==> config.mk <==
export PLATFORM = sky130hd
export DESIGN_NAME = tun_sqrt_cell
export DESIGN_NICKNAME = d
export VERILOG_FILES = /design/src/hdl/tun_pkg.sv /design/src/hdl/tun_sqrt_cell.sv
export SDC_FILE = /design/constraint.sdc
export NUM_CORES = 1
export LEC_CHECK = 0
export ABC_AREA = 1
export BUFFER_PORTS_ARGS = -buffer_cell sky130_fd_sc_hd__buf_2
export CORE_MARGIN = 5
export CORE_UTILIZATION = 32
export CTS_BUF_LIST = sky130_fd_sc_hd__clkbuf_16
export CTS_CLUSTER_DIAMETER = 80
export DETAILED_ROUTE_END_ITERATION = 8
export GPL_ROUTABILITY_DRIVEN = 0
export PLACE_DENSITY_LB_ADDON = 0.15
export SLEW_MARGIN = 10
export SYNTH_ARGS = -nofsm -noshare
export SYNTH_HDL_FRONTEND = slang
export SYNTH_SLANG_ARGS = --single-unit
export TNS_END_PERCENT = 30
==> constraint.sdc <==
create_clock -name clk -period 18.3 [get_ports clk]
set_input_delay 5.49 -clock clk [delete_from_list [all_inputs] [get_ports clk]]
set_output_delay 5.49 -clock clk [all_outputs]
set_load 0.05 [all_outputs]
==> src/hdl/tun_pkg.sv <==
// Shared types for the triangle unit normal pipeline.
// Used by the square root cells, the divide cells and the top level.
package tun_pkg;

  localparam int MagW   = 31;
  localparam int SqSteps = 32;
  localparam int QBits  = 15;
  localparam int RemW   = 46;

  typedef struct packed {
    logic                      valid;
    logic                      degen;
    logic [2:0]                neg;
    logic [2:0][MagW-1:0]      mag;
    logic [63:0]               x;
    logic [63:0]               res;
  } tun_sqrt_t;

  typedef struct packed {
    logic                      valid;
    logic                      degen;
    logic [2:0]                neg;
    logic [31:0]               len;
    logic [2:0][RemW-1:0]      rem;
    logic [2:0][QBits-1:0]     quo;
  } tun_div_t;

endpackage

==> src/hdl/tun_sqrt_cell.sv <==
// One digit step of the integer square root, registered.
// Depends on tun_pkg.
module tun_sqrt_cell #(
  parameter int STEP = 0
) (
  input  logic              clk,
  input  logic              rst,
  input  logic              en,
  input  tun_pkg::tun_sqrt_t d,
  output tun_pkg::tun_sqrt_t q
);
  import tun_pkg::*;

  localparam logic [63:0] Bit = 64'(1) << (62 - 2 * STEP);

  tun_sqrt_t q_next;
  logic [63:0] trial;

  always_comb begin
    q_next = d;
    trial  = d.res + Bit;
    if (d.x >= trial) begin
      q_next.x   = d.x - trial;
      q_next.res = (d.res >> 1) + Bit;
    end else begin
      q_next.res = d.res >> 1;
    end
  end

  always_ff @(posedge clk) begin
    if (rst) begin
      q.valid <= 1'b0;
    end else if (en) begin
      q <= q_next;
    end
  end
endmodule

==> flow_summary.ini <==
[finish]
largest_registers = q (226)
max_flop_register = q
final_cell_count_no_fill = 2894
drive_gt1_frac = 0.236
finalNetCount = 2584
final_cell_area_um2 = 17900
n_antenna_cell = 0
largest_reg_flops = 226
num-fill-cells = 4601
area_delta_synth_final_pct = 28.4

[clock_tree]
cts_inserted_buffers = 27
tritoncts = built
hold_buffers = 0
numClockSinks = 226
path_clk_slew_ns = 0.06
clock_path_buffers = 3
cts_root_buffer = clkbuf_16
htreeDepth = 1
cts.repair.resized = 0
postCtsSetupBuffers = 0
insertion_delay_ns = 0.53

[worst_setup_path]
arrival_ns = 8.62
cp_max_fo = 68
required_ns = 18.58
cp-end-kind = flop
worstSetupStartpointType = input port
path_class = input port to flop

[power]
powerDensity_nw_per_um2 = 96.2
seqPwrFrac = 0.368
swShare = 0.339
total_power_mw = 1.72
internal_power_mw = 1.14
leakage_nw = 9.62
p_comb_frac = 0.275
pwr-share-clk = 0.356
vdd_drop_max_uv = 60.6
p_switching_mw = 0.583

[sta]
max_slew_margin = 0.371
slew_violations = 0
finalCritPeriodShare = 0.456
fmax_mhz = 120
tns_ns = 0
finalHoldViolCount = 0
worst_pin_slew_ns = 0.944
setup_viol = 0
clock_skew_ns = 0
rsz0062_at_grt = no
period_minus_slack_ns = 8.34

[die]
rows = 76
die_x_um = 219
io_pins = 455
die_h_um = 219
core_um2 = 43100
fp.dieArea_um2 = 47800
initial_core_util = 0.323

[synthesis]
syn_area_um2 = 13900
syn-num-nets = 2111
yosysUniqueCellTypes = 29
yosysSeqAreaShare = 0.487
synthCells = 1817
yosys_warnings = 0
avgSynthCellArea_um2 = 7.66
ys_ff_latch = 226

[global_route]
antenna_found_initial = 2
grt_pass1_vias = 12800
grt_max_degree = 70
grt.total_usage = 0.204
gr-total-overflow = 0
grt_pass1_wl_um = 74900

[placed_design]
place_area_um2 = 16900
dpl.hpwl_um = 42700
dp_cells = 2846
port_buffers = 454

[route]
num_vias = 12900
avgViaCountPerCell = 4.45
wl_met2_um = 24800
routed_wl_um = 50900
wl_per_cell_um = 17.6
wl_met3_um = 3490
drt_iter0_drc = 909
drc = 0
dr.pass1.iters = 5
postRouteAntennaNets = 0
m1WireLength_um = 21600
routed.top_layer = met5

[job]
max_cap_viol_count = 0

[hold_path]
min_path_type = flop to flop

[run_status]
status = complete, no violations
metal layers:
metal  vias to the layer above  track usage
li1                       6528            -
met1                      5833        0.258
met2                       446        0.365
met3                        68       0.0348
met4                         4       0.0450
met5                         -            0
metrics by stage:
step	hold slack, ns	setup WS [ns]	utilization
floorplan	0.674	2.50	-
global placement	0.445	9.46	0.391
detailed placement	0.454	9.40	0.391
CTS	0.465	9.98	0.415
global route	0.511	9.70	0.415
finish	0.461	9.96	0.415
worst paths after layout:
kind	slack (ns)	cells past startpoint	end	startpoint
max	9.96	18	q[113]	d[64]
min reg2reg	0.46	2	q[225]	q[225]
min	0.46	2	q[225]	q[225]
max reg2reg	17.74	2	q[225]	q[225]
power groups by stage:
stage          sequential (mW)  clock (mW)  combinational (mW)
2_1_floorplan            0.792           0               0.192
3_3_place_gp             0.645           0               0.472
3_5_place_dp             0.645           0               0.476
4_1_cts                  0.635       0.635               0.477
5_1_grt                  0.637       0.657               0.515
6_report                 0.633       0.613               0.474
cells by family (layout without fill, tap and decap cells):
logic type / Yosys count / after routing / synth area share
AND/OR/NAND/NOR: 1020 / 1020 / 0.298
buffers and inverters: 422 / 914 / 0.117
flip-flops: 226 / 226 / 0.487
adder cells (fa/ha/maj): 65 / 65 / 0.0590
AO/OA/AOI/OAI: 52 / 52 / 0.0190
XOR/XNOR: 32 / 32 / 0.0201
layout make-up:
type	count	area [um^2]	share of cell area
clock buffers	27	676	0.0378
clock inverters	21	343	0.0192
inverters	409	1540	0.0860
multi-input cells	1169	5520	0.309
flip-flops and latches	226	6780	0.379
well taps	585	732	0.0409
repair buffers	457	2290	0.128
cell usage in the layout, fill, tap and decap left out, drive strengths merged, types with 10 or more instances in the layout:
master / count
edfxtp: 225
nand4: 20
ha: 64
clkbuf: 27
nand2: 773
nor2: 120
xor2: 30
a21oi: 44
inv: 412
buf: 457
nor3: 10
nand3: 91
synth_stat cells (all sizes together):
library cell	number	share of area
buf	13	0.0070
a21oi	44	0.016
fa	1	0.0014
and2	2	0.00090
ha	64	0.058
and3	1	0.00045
nand2	773	0.21
nor4	3	0.0013
xor2	30	0.019
nand4	20	0.0090
nor3	10	0.0047
xnor2	2	0.0013
dfxtp	1	0.0014
nand3	91	0.037
o21ai	8	0.0029
inv	409	0.11
edfxtp	225	0.49
nor2	120	0.034
worst max-delay path, cell delays in order:
cell and delay (ns):
buf_2 0.09, inv_1 0.04, ha_1 0.20, fa_1 0.40, inv_1 0.11, nand3_1 0.11, nand2_4 0.12, nand2_2 0.05
nand2_2 0.13, nand2_2 0.06, nand2_2 0.10, nand2_2 0.07, nand3_2 0.10, nand2_2 0.07, nand2_4 0.61, inv_4 0.49
nand2_1 0.16, nand2_1 0.07
Power figures use the tool's default switching activity.
